==> src/sv/rrts_pkg.sv <==
// Package: shared types, constants and helpers for the round-robin tick scheduler.
package rrts_pkg;

  localparam int unsigned QDEPTH = 16;
  localparam int unsigned QAW    = (QDEPTH > 1) ? $clog2(QDEPTH) : 1;
  localparam int unsigned OCCW   = $clog2(QDEPTH + 1);

  localparam logic MODE_ARRIVE = 1'b0;
  localparam logic MODE_TICK   = 1'b1;

  typedef enum logic [1:0] {
    CMD_ARRIVE,
    CMD_REJECT,
    CMD_TICK
  } cmd_kind_e;

  typedef struct packed {
    cmd_kind_e   kind;
    logic [7:0]  job_id;
    logic [15:0] burst;
  } cmd_t;

  typedef struct packed {
    logic [7:0]  id;
    logic [15:0] rem;
  } job_t;

  typedef struct packed {
    logic [15:0] slot;
    logic        busy_res;
    logic [7:0]  run_id;
    logic        finished;
    logic        dropped;
  } result_t;

  function automatic logic [QAW-1:0] next_idx(input logic [QAW-1:0] p);
    logic [QAW-1:0] r;
    if (p == QAW'(QDEPTH - 1)) begin
      r = '0;
    end else begin
      r = p + QAW'(1);
    end
    return r;
  endfunction

endpackage

==> src/sv/rrts_if.sv <==
// Interfaces: input item channel and result channel with valid/ready handshake.
interface rrts_in_if;
  logic        valid;
  logic        ready;
  logic        mode;
  logic [7:0]  job_id;
  logic [15:0] burst;

  modport source (output valid, output mode, output job_id, output burst, input ready);
  modport sink   (input valid, input mode, input job_id, input burst, output ready);
endinterface

interface rrts_out_if;
  logic        valid;
  logic        ready;
  logic [15:0] slot;
  logic        busy_res;
  logic [7:0]  run_id;
  logic        finished;
  logic        dropped;

  modport source (output valid, output slot, output busy_res, output run_id,
                  output finished, output dropped, input ready);
  modport sink   (input valid, input slot, input busy_res, input run_id,
                  input finished, input dropped, output ready);
endinterface

==> src/sv/round_robin_tick_scheduler_core.sv <==
// Top level: round-robin tick scheduler with a one-slot quantum.
// Arrival items queue a job (job_id, burst) in a 16-entry ready FIFO; tick items
// report one time slot each: a job held back from the previous slot rejoins the
// tail, then the head runs one slot and is reported finished or held back again.
// Zero-burst arrivals and arrivals that find the FIFO (plus the held job) full are
// dropped and flagged on the next tick. An accepted item is classified and parked
// in a two-entry command queue; the back end carries it out at the next edge at the
// earliest, so a tick's slot report sits in the result register from then on until
// it is taken downstream. Each item writes at most one FIFO entry. The back end never
// stalls an arrival, but the input does while the command queue is full; a tick
// waits only while the previous report has not been taken downstream, so with the
// output drained the block takes one item per cycle.
module round_robin_tick_scheduler_core
  import rrts_pkg::*;
(
  input  logic        clk_i,
  input  logic        rst_ni,
  rrts_in_if.sink     in_i,
  rrts_out_if.source  out_o
);

  logic    cmd_valid;
  logic    cmd_ready;
  cmd_t    cmd;
  result_t res;

  rrts_front u_front (
    .clk_i       (clk_i),
    .rst_ni      (rst_ni),
    .in_valid_i  (in_i.valid),
    .in_ready_o  (in_i.ready),
    .in_mode_i   (in_i.mode),
    .in_job_id_i (in_i.job_id),
    .in_burst_i  (in_i.burst),
    .cmd_valid_o (cmd_valid),
    .cmd_ready_i (cmd_ready),
    .cmd_o       (cmd)
  );

  rrts_back u_back (
    .clk_i       (clk_i),
    .rst_ni      (rst_ni),
    .cmd_valid_i (cmd_valid),
    .cmd_ready_o (cmd_ready),
    .cmd_i       (cmd),
    .res_valid_o (out_o.valid),
    .res_ready_i (out_o.ready),
    .res_o       (res)
  );

  assign out_o.slot     = res.slot;
  assign out_o.busy_res = res.busy_res;
  assign out_o.run_id   = res.run_id;
  assign out_o.finished = res.finished;
  assign out_o.dropped  = res.dropped;

endmodule

==> src/sv/rrts_front.sv <==
// Front end: accepts input items, classifies them and queues commands for the back end.
module rrts_front
  import rrts_pkg::*;
(
  input  logic        clk_i,
  input  logic        rst_ni,
  input  logic        in_valid_i,
  output logic        in_ready_o,
  input  logic        in_mode_i,
  input  logic [7:0]  in_job_id_i,
  input  logic [15:0] in_burst_i,
  output logic        cmd_valid_o,
  input  logic        cmd_ready_i,
  output cmd_t        cmd_o
);

  cmd_t       buf_q [2];
  logic       wr_q, wr_d;
  logic       rd_q, rd_d;
  logic [1:0] cnt_q, cnt_d;
  logic       push, pop;
  cmd_t       cmd_in;

  always_comb begin
    cmd_in.job_id = in_job_id_i;
    cmd_in.burst  = in_burst_i;
    if (in_mode_i == MODE_TICK) begin
      cmd_in.kind = CMD_TICK;
    end else if (in_burst_i == 16'd0) begin
      cmd_in.kind = CMD_REJECT;
    end else begin
      cmd_in.kind = CMD_ARRIVE;
    end
  end

  assign in_ready_o  = (cnt_q != 2'd2);
  assign cmd_valid_o = (cnt_q != 2'd0);
  assign cmd_o       = buf_q[rd_q];
  assign push        = in_valid_i && in_ready_o;
  assign pop         = cmd_valid_o && cmd_ready_i;

  always_comb begin
    wr_d  = push ? ~wr_q : wr_q;
    rd_d  = pop  ? ~rd_q : rd_q;
    cnt_d = cnt_q + {1'b0, push} - {1'b0, pop};
  end

  always_ff @(posedge clk_i) begin
    if (push) begin
      buf_q[wr_q] <= cmd_in;
    end
  end

  always_ff @(posedge clk_i or negedge rst_ni) begin
    if (!rst_ni) begin
      wr_q  <= 1'b0;
      rd_q  <= 1'b0;
      cnt_q <= 2'd0;
    end else begin
      wr_q  <= wr_d;
      rd_q  <= rd_d;
      cnt_q <= cnt_d;
    end
  end

endmodule

==> src/sv/rrts_back.sv <==
// Back end: ready FIFO, held job, slot counter and registered result output.
module rrts_back
  import rrts_pkg::*;
(
  input  logic    clk_i,
  input  logic    rst_ni,
  input  logic    cmd_valid_i,
  output logic    cmd_ready_o,
  input  cmd_t    cmd_i,
  output logic    res_valid_o,
  input  logic    res_ready_i,
  output result_t res_o
);

  job_t            store_q [QDEPTH];
  logic [QAW-1:0]  head_q, head_d;
  logic [QAW-1:0]  tail_q, tail_d;
  logic [OCCW-1:0] occ_q, occ_d;
  logic            held_q, held_d;
  job_t            held_job_q, held_job_d;
  logic [15:0]     slot_q, slot_d;
  logic            drop_q, drop_d;
  logic            res_valid_q, res_valid_d;
  result_t         res_q, res_d;

  logic            fire, is_tick;
  logic            full;
  logic            wr_en;
  job_t            wr_job;
  logic            busy;
  job_t            run_job;
  logic [15:0]     rem_dec;

  assign is_tick     = (cmd_i.kind == CMD_TICK);
  assign cmd_ready_o = !is_tick || !res_valid_q || res_ready_i;
  assign fire        = cmd_valid_i && cmd_ready_o;
  assign full        = ({1'b0, occ_q} + {{OCCW{1'b0}}, held_q}) >= (OCCW+1)'(QDEPTH);
  assign busy        = (occ_q != '0) || held_q;
  assign run_job     = (occ_q == '0) ? held_job_q : store_q[head_q];
  assign rem_dec     = run_job.rem - 16'd1;

  always_comb begin
    head_d      = head_q;
    tail_d      = tail_q;
    occ_d       = occ_q;
    held_d      = held_q;
    held_job_d  = held_job_q;
    slot_d      = slot_q;
    drop_d      = drop_q;
    res_valid_d = res_valid_q && !res_ready_i;
    res_d       = res_q;
    wr_en       = 1'b0;
    wr_job      = held_job_q;
    if (fire) begin
      unique case (cmd_i.kind)
        CMD_ARRIVE: begin
          if (full) begin
            drop_d = 1'b1;
          end else begin
            wr_en  = 1'b1;
            wr_job = '{id: cmd_i.job_id, rem: cmd_i.burst};
            tail_d = next_idx(tail_q);
            occ_d  = occ_q + OCCW'(1);
          end
        end
        CMD_REJECT: begin
          drop_d = 1'b1;
        end
        CMD_TICK: begin
          if (occ_q != '0) begin
            head_d = next_idx(head_q);
            if (held_q) begin
              wr_en  = 1'b1;
              tail_d = next_idx(tail_q);
            end else begin
              occ_d = occ_q - OCCW'(1);
            end
          end
          held_d = busy && (rem_dec != 16'd0);
          if (busy) begin
            held_job_d = '{id: run_job.id, rem: rem_dec};
          end
          res_d.slot     = slot_q;
          res_d.busy_res = busy;
          res_d.run_id   = busy ? run_job.id : 8'd0;
          res_d.finished = busy && (rem_dec == 16'd0);
          res_d.dropped  = drop_q;
          res_valid_d    = 1'b1;
          drop_d         = 1'b0;
          slot_d         = slot_q + 16'd1;
        end
        default: begin
          drop_d = drop_q;
        end
      endcase
    end
  end

  always_ff @(posedge clk_i) begin
    if (wr_en) begin
      store_q[tail_q] <= wr_job;
    end
  end

  always_ff @(posedge clk_i) begin
    held_job_q <= held_job_d;
    res_q      <= res_d;
  end

  always_ff @(posedge clk_i or negedge rst_ni) begin
    if (!rst_ni) begin
      head_q      <= '0;
      tail_q      <= '0;
      occ_q       <= '0;
      held_q      <= 1'b0;
      slot_q      <= 16'd0;
      drop_q      <= 1'b0;
      res_valid_q <= 1'b0;
    end else begin
      head_q      <= head_d;
      tail_q      <= tail_d;
      occ_q       <= occ_d;
      held_q      <= held_d;
      slot_q      <= slot_d;
      drop_q      <= drop_d;
      res_valid_q <= res_valid_d;
    end
  end

  assign res_valid_o = res_valid_q;
  assign res_o       = res_q;

endmodule

==> src/flat_wrapper.sv <==
// flat-port wrapper written by rule: the top's interface ports become plain ports
module round_robin_tick_scheduler_core_flat import rrts_pkg::*;
  (clk_i, rst_ni, in_i_valid, in_i_mode, in_i_job_id, in_i_burst, in_i_ready, out_o_valid, out_o_slot, out_o_busy_res, out_o_run_id, out_o_finished, out_o_dropped, out_o_ready);
  rrts_in_if in_i_i ();
  rrts_out_if out_o_i ();
  input  logic clk_i;
  input  logic rst_ni;
  input wire logic [$bits(in_i_i.valid)-1:0] in_i_valid;
  input wire logic [$bits(in_i_i.mode)-1:0] in_i_mode;
  input wire logic [$bits(in_i_i.job_id)-1:0] in_i_job_id;
  input wire logic [$bits(in_i_i.burst)-1:0] in_i_burst;
  output wire logic [$bits(in_i_i.ready)-1:0] in_i_ready;
  output wire logic [$bits(out_o_i.valid)-1:0] out_o_valid;
  output wire logic [$bits(out_o_i.slot)-1:0] out_o_slot;
  output wire logic [$bits(out_o_i.busy_res)-1:0] out_o_busy_res;
  output wire logic [$bits(out_o_i.run_id)-1:0] out_o_run_id;
  output wire logic [$bits(out_o_i.finished)-1:0] out_o_finished;
  output wire logic [$bits(out_o_i.dropped)-1:0] out_o_dropped;
  input wire logic [$bits(out_o_i.ready)-1:0] out_o_ready;
  assign in_i_i.valid = in_i_valid;
  assign in_i_i.mode = in_i_mode;
  assign in_i_i.job_id = in_i_job_id;
  assign in_i_i.burst = in_i_burst;
  assign in_i_ready = in_i_i.ready;
  assign out_o_valid = out_o_i.valid;
  assign out_o_slot = out_o_i.slot;
  assign out_o_busy_res = out_o_i.busy_res;
  assign out_o_run_id = out_o_i.run_id;
  assign out_o_finished = out_o_i.finished;
  assign out_o_dropped = out_o_i.dropped;
  assign out_o_i.ready = out_o_ready;
  round_robin_tick_scheduler_core u_core (.clk_i(clk_i), .rst_ni(rst_ni), .in_i(in_i_i), .out_o(out_o_i));
endmodule
==> config.mk <==
export PLATFORM = sky130hd
export DESIGN_NAME = round_robin_tick_scheduler_core_flat
export DESIGN_NICKNAME = d
export VERILOG_FILES = /design/src/sv/rrts_pkg.sv /design/src/sv/rrts_if.sv /design/src/sv/round_robin_tick_scheduler_core.sv /design/src/sv/rrts_front.sv /design/src/sv/rrts_back.sv /design/src/flat_wrapper.sv
export SDC_FILE = /design/constraint.sdc
export NUM_CORES = 1
export LEC_CHECK = 0
export BUFFER_PORTS_ARGS = -buffer_cell sky130_fd_sc_hd__buf_2
export CAP_MARGIN = 20
export CELL_PAD_IN_SITES_DETAIL_PLACEMENT = 0
export CELL_PAD_IN_SITES_GLOBAL_PLACEMENT = 1
export CORE_MARGIN = 5
export CORE_UTILIZATION = 45
export DETAILED_ROUTE_END_ITERATION = 10
export MAX_ROUTING_LAYER = met4
export PLACE_DENSITY_LB_ADDON = 0.1
export REMOVE_ABC_BUFFERS = 1
export SYNTH_ARGS = -nofsm -noshare
export SYNTH_HDL_FRONTEND = slang
export SYNTH_SLANG_ARGS = --single-unit
==> constraint.sdc <==
create_clock -name clk_i -period 6 [get_ports clk_i]
set_clock_uncertainty 0.05 [all_clocks]
set_input_delay 0.3 -clock clk_i [delete_from_list [all_inputs] [get_ports clk_i]]
set_output_delay 0.3 -clock clk_i [all_outputs]
set_load 0.05 [all_outputs]
==> results of run 1 <==
-- sequential cells by signal, summed over array words and instances (netlist names), 2 cells and up --
register	cells
u_core.u_back.store_q	384
u_core.u_front.buf_q	52
u_core.u_back.res_o	27
u_core.u_back.held_job_q	24
u_core.u_back.slot_q	16
u_core.u_back.occ_q	5
u_core.u_back.head_q	4
u_core.u_back.tail_q	4
u_core.u_front.cnt_q	2
-- area by class of cell --
class / instances / area, sq um
Fill cell: 3775 / 21900
Sequential cell: 523 / 15500
Multi-Input combinational cell: 576 / 5330
Clock buffer: 70 / 1490
Timing Repair Buffer: 142 / 1080
Tap cell: 607 / 759
Clock inverter: 32 / 335
Inverter: 19 / 71.3
-- power by group through the flow --
stage	sequential [uW]	clock [uW]	combinational, uW
after global routing	5700	3660	4890
final	5650	3430	4510
after floorplan	5960	0	2720
after CTS	5650	3510	4550
after global placement	5720	0	4450
after detailed placement	5720	0	4510
-- placed cells by master (no fill, tap or decap), types with 4 or more instances in the layout --
| master | count |
|---|---|
| mux2i_1 | 83 |
| mux2_1 | 7 |
| clkbuf_1 | 12 |
| dlygate4sd3_1 | 27 |
| nor2b_1 | 11 |
| bufinv_16 | 7 |
| nor2_1 | 35 |
| nand4_1 | 11 |
| edfxtp_1 | 487 |
| dfrtp_1 | 31 |
| xnor2_1 | 23 |
| nor4_1 | 6 |
| a21oi_1 | 16 |
| clkinv_1 | 14 |
| buf_4 | 52 |
| inv_1 | 17 |
| xor2_1 | 16 |
| o21ai_0 | 36 |
| a211oi_1 | 4 |
| clkbuf_16 | 57 |
| ha_1 | 13 |
| nand2_1 | 92 |
| clkinv_2 | 8 |
| nand3_1 | 18 |
| mux4_2 | 76 |
| nor3_2 | 5 |
| nor3_1 | 7 |
| a22oi_1 | 16 |
| o22ai_1 | 8 |
| buf_2 | 57 |
| nand2b_1 | 7 |
| and3_1 | 4 |
| buf_12 | 4 |
| mux2_2 | 5 |
| a311oi_1 | 5 |
| nor2_4 | 13 |
-- routing by layer --
metal  vias up  global-route usage
met3        72              0.0298
met1      5828               0.295
met2       281               0.350
met4         0              0.0605
met5         -                   -
li1       4928                   -
-- worst min-delay path by stage --
stage | start | endpoint | slack [ps] | depth (start not counted)
6_report | in_i_valid | u_core.u_front.wr_q$_DFFE_PN0P_ | 70 | 3
5_1_grt | in_i_valid | u_core.u_front.wr_q$_DFFE_PN0P_ | 70 | 3
4_1_cts | in_i_valid | u_core.u_front.wr_q$_DFFE_PN0P_ | 9 | 3
3_5_place_dp | u_core.u_back.drop_q$_DFFE_PN0P_ | u_core.u_back.res_o[0]$_DFFE_PP_ | 400 | 0
3_3_place_gp | u_core.u_back.drop_q$_DFFE_PN0P_ | u_core.u_back.res_o[0]$_DFFE_PP_ | 390 | 0
2_1_floorplan | rst_ni | u_core.u_back.drop_q$_DFFE_PN0P_ | -50 | 0
-- cell families after synthesis --
group / Yosys count / share of synthesized area
XOR/XNOR: 39 / 0.0162
AO/OA/AOI/OAI: 119 / 0.0410
multiplexers: 171 / 0.127
AND/OR/NAND/NOR: 233 / 0.0538
buffers and inverters: 70 / 0.0177
flip-flops: 523 / 0.736
adder cells (fa/ha/maj): 14 / 0.00866
-- worst max-delay path: stages (launching register included) --
cell     delay [ps]
dfrtp_2         680
nor2_1           80
a32oi_1         450
o22a_1          400
nand2_1          80
nor2_1          520
nand2_1         400
nor3_2          520
buf_4           580
-- what timing repair did --
item,4_1_cts,5_1_grt
resized for setup,0,0
setup buffers,0,0
hold buffers,27,0
hold endpoints to repair,89,0
-- through the flow --
step           power [uW]  TNS, ps  cell area, sq um  hold WS, ps
3_3_place_gp        10200        0             22400          388
6_report            13600        0             24600         67.4
3_5_place_dp        10200        0             22500          397
2_1_floorplan        8680    -2980             20800        -45.6
4_1_cts             13700        0             24600         9.19
5_1_grt             14200        0             24600         67.8
==> metrics.md, run 1 <==
| Metric | Value |
|---|---|
| GRT overflow | `0` |
| CTS tree | `built` |
| Crit path capture | `u_core.u_back.store_q[3][23]$_DFFE_PP_` |
| Arr. time, crit path | `4360 ps` |
| Number of buffers created by CTS | `between 50 and 60` |
| Ys Warns | `0` |
| Core area | `between 40000 and 50000 sq um` |
| Total Nets Final | `1361` |
| Leakage | `0.00841 uW` |
| Non-Filler Instances | `roughly 2.0k` |
| Clk sinks | `523` |
| Root Buffer | `clkbuf_16` |
| Worst-path maximum fanout | `21` |
| RePlAce Congestion | `approximately 0.82` |
| Clk buf depth | `3` |
| Sw Share | `0.346` |
| Metal3 WL | `2.33 mm` |
| Die Ht | `227 um` |
| Final worst path period need | `4180 ps` |
| Area contributors post-synth | `edfxtp_1, mux4_2, dfrtp_1` |
| Total track usage | `0.217` |
| Sequential fraction of the synthesis area | `0.736` |
| Logic pwr share | `0.332` |
| Period utilization | `0.697` |
| DR vias/cell | `between 5 and 6` |
| Setup WS post-layout | `roughly 1800 ps` |
| ANT cells | `0` |
| Most frequent cell after synthesis | `edfxtp_1` |
| Worst setup startpoint | `u_core.u_front.rd_q$_DFFE_PN0P_` |
| R2R Path End | `u_core.u_back.store_q[3][23]$_DFFE_PP_` |
| Cell taking the most area after synthesis | `edfxtp_1` |
| Pwr Density | `552 nW/um^2` |
| Prevailing post-synth register cell | `edfxtp_1` |
| Worst Tran Pin Value | `about 1100 ps` |
| Drt pass-1 iters | `8` |
| H-tree levels | `2` |
| Synth unique cells | `between 70 and 80` |
| Post-synthesis register bit count | `523` |
| Clock power share | `0.252` |
| Internal | `slightly below 9000 uW` |
| Metal2 WL | `26.4 mm` |
| Area Overhead vs Synth | `16.6%` |
| First-pass GRT wire length | `approximately 78 mm` |
| Rel. slew slack | `0.268` |
| Worst min-delay path class | `in -> reg` |
| Insertion delay to the later sink of the worst-skew pair | `590 ps` |
| Pre-CTS WS | `1840 ps` |
| Largest net degree at the start of global routing | `50` |
| Top cell type's share of synthesized area | `0.693` |
| Final WL | `between 50 and 60 mm` |
| Initial antenna violation count | `0` |
| Worst Setup Path Type | `reg -> reg` |
| Vias | `11.1k` |
| Initial Util | `0.454` |
| Cells on worst reg2reg path | `8` |
| Chip width | `227 um` |
| Final antenna-violating net count | `0` |
| Fmax | `approximately 240 MHz` |
| Crit path launch type | `flop` |
| Reg2reg setup slack | `1820 ps` |
| Vias in the first global route | `between 10k and 15k` |
| Psw | `between 4000 and 5000 uW` |
| Most common library cells after synthesis | `edfxtp_1, nand2_1, mux2i_1, mux4_2, nor2_1` |
| CP endpoint kind | `flop` |
| Final Slew Violations | `0` |
| Mean Syn Cell Area | `approximately 18 sq um` |
| First-iteration detailed-routing DRC count | `1161` |
| Dpl cells | `1839` |
| Num ports | `58` |
| R2r startpoint | `u_core.u_front.rd_q$_DFFE_PN0P_` |
| Status | `finished, final reports clean` |
| Avg WL per Cell | `27.1 um` |
| Post-synthesis cell count | `1169` |
| Dpl hpwl | `31.7 mm` |
| Row count | `79` |
| Mapped cell area | `about 21000 sq um` |
| Die area | `between 50000 and 60000 sq um` |
| Post-synth EDFFs | `487` |
| Final hold vios | `0` |
| Wl on met1 | `23.3 mm` |
| Unrepaired setup endpoints after global routing | `false` |
| Top Metal Used | `met4` |
| Worst-path clk slew | `around 60 ps` |
| Port Buffer Count | `57` |
| Layout cells sized above 1 | `0.233` |
| Sequential Power Share | `0.416` |
| DRC viols | `0` |
| Worst vdd ir | `0.000278 V` |
| Max cap viols | `0` |
| Final setup viols | `0` |
| Ys async rst share | `0.0688` |
| Crit path required time | `6170 ps` |
| Final Core Density | `0.529` |
Note: power is estimated with default switching activity, not from simulation.
==> run 2: changes to the inputs <==
Settings changed: ABC_AREA set to 1.
Clock period 6 ns to 4.26 ns, I/O delays scaled along.
==> run 2 against run 1 <==
  * Hold slack improved by 170 ps
  * Largest cell class unchanged
  * Utilization decreased by 0.14 points
  * Sequential power increased by 40%
  * Synthesized cell count increased by 57%
  * Non-clock buffer count increased by 12
  * Count of clock-buffer cells in the layout increased by 3
  * Cell area increased by 2.7%
  * Sequential share of layout area decreased by 1.7 points
  * Highest routed layer unchanged
  * Global-route usage increased by 0.91 points
  * Wire length increased by 9.5%
==> metrics.md, run 2 <==
| Metric | Value |
|---|---|
| Area of the multi-input gates | `~5600 sq um` |
| CTS Hold Bufs | `28` |
| Final hold vios | `0` |
| H-tree levels | `2` |
| Mapped cell area | `21800 sq um` |
| CTS tree | `built` |
| Rel. slew slack | `0.363` |
| Post_cts resized | `0` |
| Number of buffers created by CTS | `55` |
| Total Nets Final | `about 2.0k` |
| Final antenna-violating net count | `0` |
| Initial antenna violation count | `0` |
| Largest register FFs | `roughly 380` |
| Area Overhead vs Synth | `15.7%` |
| Worst-path clk slew | `60 ps` |
| Post-synth EDFFs | `487` |
| First-pass GRT wire length | `about 88 mm` |
| Reg2reg setup slack | `880 ps` |
| Avg WL per Cell | `22.4 um` |
| Clk buf depth | `3` |
| Most common cell after layout, fill and taps aside | `edfxtp_1` |
| Mean Syn Cell Area | `11.9 sq um` |
| Dpl hpwl | `33.6 mm` |
| Fmax | `296 MHz` |
| Cell taking the most area after synthesis | `edfxtp_1` |
| Commonest non-fill, non-tap cells in the layout | `edfxtp_1, nand2_1, nor2_1` |
| Port Buffer Count | `57` |
| Total track usage | `0.226` |
| First-iteration detailed-routing DRC count | `964` |
| Die area | `53000 sq um` |
| Sequential fraction of the synthesis area | `0.711` |
| Worst-path maximum fanout | `95` |
| Ys async rst share | `0.0688` |
| Setup Buffers After CTS | `0` |
| Psw | `8040 uW` |
| Final worst path period need | `3380 ps` |
| Worst Setup Path Type | `reg -> reg` |
| Slowest Stage Delay on Critical Path | `550 ps` |
| Root Buffer | `clkbuf_16` |
| Most common library cells after synthesis | `edfxtp_1, nand2_1, nor2_1, nand3_1, o21ai_0` |
| Top cell type's share of synthesized area | `0.670` |
| Storage element area | `15500 sq um` |
| Synth unique cells | `53` |
| Row count | `80` |
| Max cap viols | `0` |
| DR vias/cell | `5.39` |
| Vias | `14.1k` |
| Num ports | `58` |
| Initial Util | `0.456` |
| Worst setup startpoint | `u_core.u_back.head_q[0]$_DFFE_PN0P_` |
| Chip width | `230 um` |
| Pre-CTS WS | `around 880 ps` |
| Worst min-delay path class | `in -> async` |
| ANT cells | `0` |
| Layout cells sized above 1 | `0.145` |
| Final WL | `between 50 and 60 mm` |
| Area contributors post-synth | `edfxtp_1, nand2_1, dfrtp_1` |
| Internal | `around 13000 uW` |
| Vias in the first global route | `13.8k` |
| Insertion delay to the later sink of the worst-skew pair | `just over 600 ps` |
| Die Ht | `about 230 um` |
| R2R Path End | `u_core.u_back.held_q$_DFFE_PN0P_` |
| Arr. time, crit path | `3840 ps` |
| R2r startpoint | `u_core.u_back.head_q[0]$_DFFE_PN0P_` |
| Crit path required time | `4720 ps` |
| Cells on worst reg2reg path | `21` |
| Biggest register | `u_core.u_back.store_q` |
| Final Slew Violations | `0` |
| Dpl cells | `roughly 2.5k` |
| Final setup viols | `0` |
| Status | `finished, final reports clean` |
| Worst vdd ir | `0.000440 V` |
| Core area | `around 48000 sq um` |
| Worst Tran Pin Value | `955 ps` |
| Sequential Power Share | `0.384` |
| Hold_ws | `around 230 ps` |
| Pwr Density | `814 nW/um^2` |
| Prevailing post-synth register cell | `edfxtp_1` |
| Setup WS post-layout | `879 ps` |
| Drt pass-1 iters | `5` |
| Period utilization | `0.794` |
| Clk sinks | `523` |
| Logic pwr share | `0.381` |
| GRT overflow | `0` |
| Sw Share | `0.391` |
| Post-synthesis cell count | `roughly 1.8k` |
| Largest net degree at the start of global routing | `201` |
| DRC viols | `0` |
| Non-Filler Instances | `2617` |
| Cell Chain, Critical Path | `inv_6 > buf_4 > nand2_1 > nand2_1 > nand2_1 > nand3_1 > nand3_1 > nand2_1 > nand2_1 > nand3_1 > nor2_2 > nand2_2 > clkinv_1 > nand2_1 > nand2_1 > nand2_1 > nand2_1 > nor2_2 > nand3_1 > nand2_1 > inv_1` |
| Post-synthesis register bit count | `523` |
| # fillers | `between 4k and 5k` |
| Worst path slowest cell | `inv_6` |
| Leakage | `between 0.009 and 0.01 uW` |
| RePlAce Congestion | `0.825` |
| Most used cell, CP | `nand2_1` |
| Crit path launch type | `flop` |
| Unrepaired setup endpoints after global routing | `false` |
| Ys Warns | `0` |
| Final Power | `20600 uW` |
| CP endpoint kind | `flop` |
| Clock power share | `0.235` |
| Crit path capture | `u_core.u_back.held_q$_DFFE_PN0P_` |
| Most frequent cell after synthesis | `edfxtp_1` |
[run 2: cell count changes in the layout (fill, tap and decap cells not counted), moves of 15 or more]
cell,before,now
o21ai_0,36,89
o21ai_1,1,20
nand2_1,92,445
nor2_1,35,209
a31oi_1,2,24
a22oi_1,16,0
inv_1,17,75
mux4_2,76,0
xnor2_1,23,8
mux2i_1,83,0
nand3_1,18,131
[run 2: how the worst min path moves through the flow]
stage                    from                               endpoint  slack, ps  cells after the start
5_1_grt        in_i_job_id[5]  u_core.u_front.buf_q[0][21]$_DFFE_PP_        260                      2
3_3_place_gp           rst_ni      u_core.u_front.cnt_q[0]$_DFF_PN0_        360                      1
4_1_cts                rst_ni    u_core.u_back.slot_q[8]$_DFFE_PN0P_        240                      2
2_1_floorplan          rst_ni       u_core.u_back.drop_q$_DFFE_PN0P_       -130                      0
3_5_place_dp           rst_ni    u_core.u_back.res_valid_o$_DFF_PN0_        360                      1
6_report               rst_ni      u_core.u_front.cnt_q[0]$_DFF_PN0_        230                      2
[run 2: power groups by stage]
stage,Clock (uW),Sequential [uW],Combinational [uW]
finish,4830,7890,7830
global route,5160,7960,8660
CTS,4930,7900,7870
detailed placement,0,8000,7820
global placement,0,7990,7730
floorplan,0,8470,4300
[run 2: layout make-up]
class / instances / share of cell area
timing repair buffer: 154 / 0.0483
clock inverter: 29 / 0.0123
clock buffer: 73 / 0.0595
multi-input combinational: 1133 / 0.221
tap: 615 / 0.0305
sequential: 523 / 0.615
inverter: 90 / 0.0139
[run 2: per-layer routing]
layer  track usage  vias to the layer above  routed length (um)
met5             -                        -                   0
met4        0.0553                        0                1330
met3        0.0421                       97                3490
met2         0.349                      390               27200
met1         0.315                     6969               26500
li1              -                     6640                   -
[run 2: cells by family (layout without fill, tap and decap cells)]
kind of cell             after synthesis  in the layout  synth area share
AND/OR/NAND/NOR                      875            875             0.170
AO/OA/AOI/OAI                        219            219            0.0599
XOR/XNOR                              25             25            0.0100
buffers and inverters                176            346            0.0401
flip-flops                           523            523             0.711
adder cells (fa/ha/maj)               14             14           0.00837
[run 2: critical path, delay by kind of cell, from the launching register on]
kind	cells	cell delay (ps)
buffers and inverters	4	1080
DFF	1	510
and+or+nand+nor	17	1590
[run 2: per-stage QoR]
stage / instance area, sq um / setup TNS, ps / util
finish: 25300 / 0 / 0.528
floorplan: 21300 / -234510 / -
detailed placement: 23200 / 0 / 0.484
CTS: 25300 / 0 / 0.528
global route: 25300 / 0 / 0.528
global placement: 23100 / 0 / 0.484
==> run 3: changes to the inputs <==
Clock period 4.26 ns to 3.3 ns, I/O delays scaled along.
==> run 3 against run 2 <==
  * Sequential share of layout area fell by 0.53 points
  * Worst setup slack got worse by 640 ps
  * Highest routed layer unchanged
  * First-iteration DRC count increased by 39%
  * Die area unchanged
  * Critical path depth fell by 10
  * Power rose by 30%
  * Global-route usage is 0.42 points lower
  * Via count grew 0.52%
  * Combinational power increased by 32%
  * Final cell count grew 0.69%
  * Fmax is 10% higher
==> metrics.md, run 3 (synthesis gave the netlist of run 2 again) <==
| Metric | Value |
|---|---|
| Chip width | `230 um` |
| Layout cells sized above 1 | `0.151` |
| Final Slew Violations | `0` |
| Final hold vios | `0` |
| Total Nets Final | `between 2k and 2.5k` |
| Pre-CTS WS | `between 200 and 300 ps` |
| Rel. slew slack | `0.388` |
| Dpl hpwl | `around 34 mm` |
| CTS tree | `built` |
| Area Overhead vs Synth | `16.7%` |
| Final worst path period need | `between 3000 and 4000 ps` |
| Hold_ws | `191 ps` |
| Final setup viols | `0` |
| Met1 global-route usage | `0.312` |
| Initial Util | `0.456` |
| Biggest register | `u_core.u_back.store_q` |
| Final antenna-violating net count | `0` |
| Crit path launch type | `flop` |
| Cells on worst reg2reg path | `11` |
| Num ports | `58` |
| Setup Buffers After CTS | `0` |
| CP endpoint kind | `flop` |
| Worst-path maximum fanout | `49` |
| Met2 Use GR | `0.344` |
| Root Buffer | `clkbuf_16` |
| Number of buffers created by CTS | `54` |
| Initial antenna violation count | `0` |
| Die area | `53000 sq um` |
| Crit path required time | `3690 ps` |
| Cell Chain, Critical Path | `inv_4 > or2_4 > o21ai_4 > inv_2 > nor3_1 > o21ai_1 > nor2_4 > buf_4 > nor2_1 > a31oi_1 > buf_4` |
| Busiest grt layer | `met2` |
| Clk buf depth | `3` |
| Vias in the first global route | `about 14k` |
| Insertion delay to the later sink of the worst-skew pair | `590 ps` |
| Die Ht | `230 um` |
| Dpl cells | `roughly 2.5k` |
| Status | `finished, final reports clean` |
| Setup WS post-layout | `237 ps` |
| First-pass GRT wire length | `between 80 and 90 mm` |
| Worst Setup Path Type | `reg -> reg` |
| Worst-path clk slew | `60 ps` |
| Row count | `80` |
| Met3 Resource Use GR | `0.0327` |
| Period utilization | `0.928` |
| DRC viols | `0` |
| Drt pass-1 iters | `5` |
| Commonest non-fill, non-tap cells in the layout | `edfxtp_1, nand2_1, nor2_1` |
| Non-Filler Instances | `approximately 2.6k` |
| Final WL | `57.1 mm` |
| Worst Tran Pin Value | `919 ps` |
| Largest register FFs | `384` |
| DR vias/cell | `5.38` |
| Avg WL per Cell | `21.7 um` |
| Worst min-delay path class | `in -> async` |
| Leakage | `0.00950 uW` |
| Largest net degree at the start of global routing | `102` |
| Worst vdd ir | `0.000564 V` |
| Most common cell after layout, fill and taps aside | `edfxtp_1` |
| Port Buffer Count | `57` |
| RePlAce Congestion | `~0.81` |
| Vias | `14.2k` |
| Max cap viols | `0` |
| Unrepaired setup endpoints after global routing | `false` |
| First-iteration detailed-routing DRC count | `1341` |
| Slowest Stage Delay on Critical Path | `590 ps` |
| Most used cell, CP | `buf_4` |
| Worst path slowest cell | `buf_4` |
| H-tree levels | `2` |
| Fmax | `about 330 MHz` |
| Total track usage | `0.222` |
| Clk sinks | `523` |
| # fillers | `4143` |
| Pwr Density | `between 1000 and 1500 nW/um^2` |
| Core area | `47800 sq um` |
| ANT cells | `0` |
| Arr. time, crit path | `3460 ps` |
| Final Core Density | `0.533` |
| GRT overflow | `0` |
run 3: cell types whose count changed in the layout (fill, tap and decap cells not counted), moves of 2 or more:
cell       change
clkinv_1       +6
buf_4         +18
bufinv_16      +3
clkbuf_8       -2
clkbuf_1       -4
clkinv_4       +3
clkinv_2       -5
buf_12         +3
inv_6          -4
run 3: what timing repair did:
item | in CTS | in global routing
setup endpoints to repair | 0 | 2
resized for setup | 0 | 1
endpoints found under the hold margin | 90 | 0
hold buffers | 28 | 0
run 3: worst max-delay path, delay by kind of cell (launching register included):
kind | cells | cell delay, ps
buffers and inverters | 4 | 1070
and+or+nand+nor | 4 | 610
AOI/OAI and AO/OA | 3 | 680
DFF | 1 | 490
run 3: metrics by stage:
stage,instance area [sq um],power (uW),TNS [ps]
2_1_floorplan,21300,16500,-761030
6_report,25500,26800,0
4_1_cts,25500,27000,0
5_1_grt,25500,28400,0
3_3_place_gp,23400,20600,0
3_5_place_dp,23400,20700,0
run 3: final timing paths:
path / from / end / slack [ps]
setup / recovery: u_core.u_front.rd_q$_DFFE_PN0P_ / u_core.u_back.store_q[10][21]$_DFFE_PP_ / 240
hold / removal: rst_ni / u_core.u_front.cnt_q[1]$_DFF_PN0_ / 190
setup reg to reg: u_core.u_front.rd_q$_DFFE_PN0P_ / u_core.u_back.store_q[10][21]$_DFFE_PP_ / 240
hold reg to reg: u_core.u_back.drop_q$_DFFE_PN0P_ / u_core.u_back.res_o[0]$_DFFE_PP_ / 400
max in group asynchronous: rst_ni / u_core.u_back.head_q[0]$_DFFE_PN0P_ / 2320
min in group clk_i: in_i_mode / u_core.u_front.buf_q[0][25]$_DFFE_PP_ / 260
run 3: final cells by class:
cell class	count	area [sq um]	area share
Inverter	90	353	0.0138
Timing Repair Buffer	175	1420	0.0556
Tap cell	615	769	0.0302
Multi-Input combinational cell	1133	5570	0.219
Clock inverter	33	407	0.0160
Sequential cell	523	15500	0.609
Clock buffer	66	1440	0.0564
run 3: layer usage:
layer  vias up  part of all wire
li1       6676                 -
met1      6954              0.45
met2       449              0.46
met3        91             0.068
met4         0             0.024
met5         -                 0
run 3: report_power, final:
group / switching (uW) / internal [uW]
clock: 2490 / 3790
combinational: 7410 / 2900
sequential: 441 / 9770
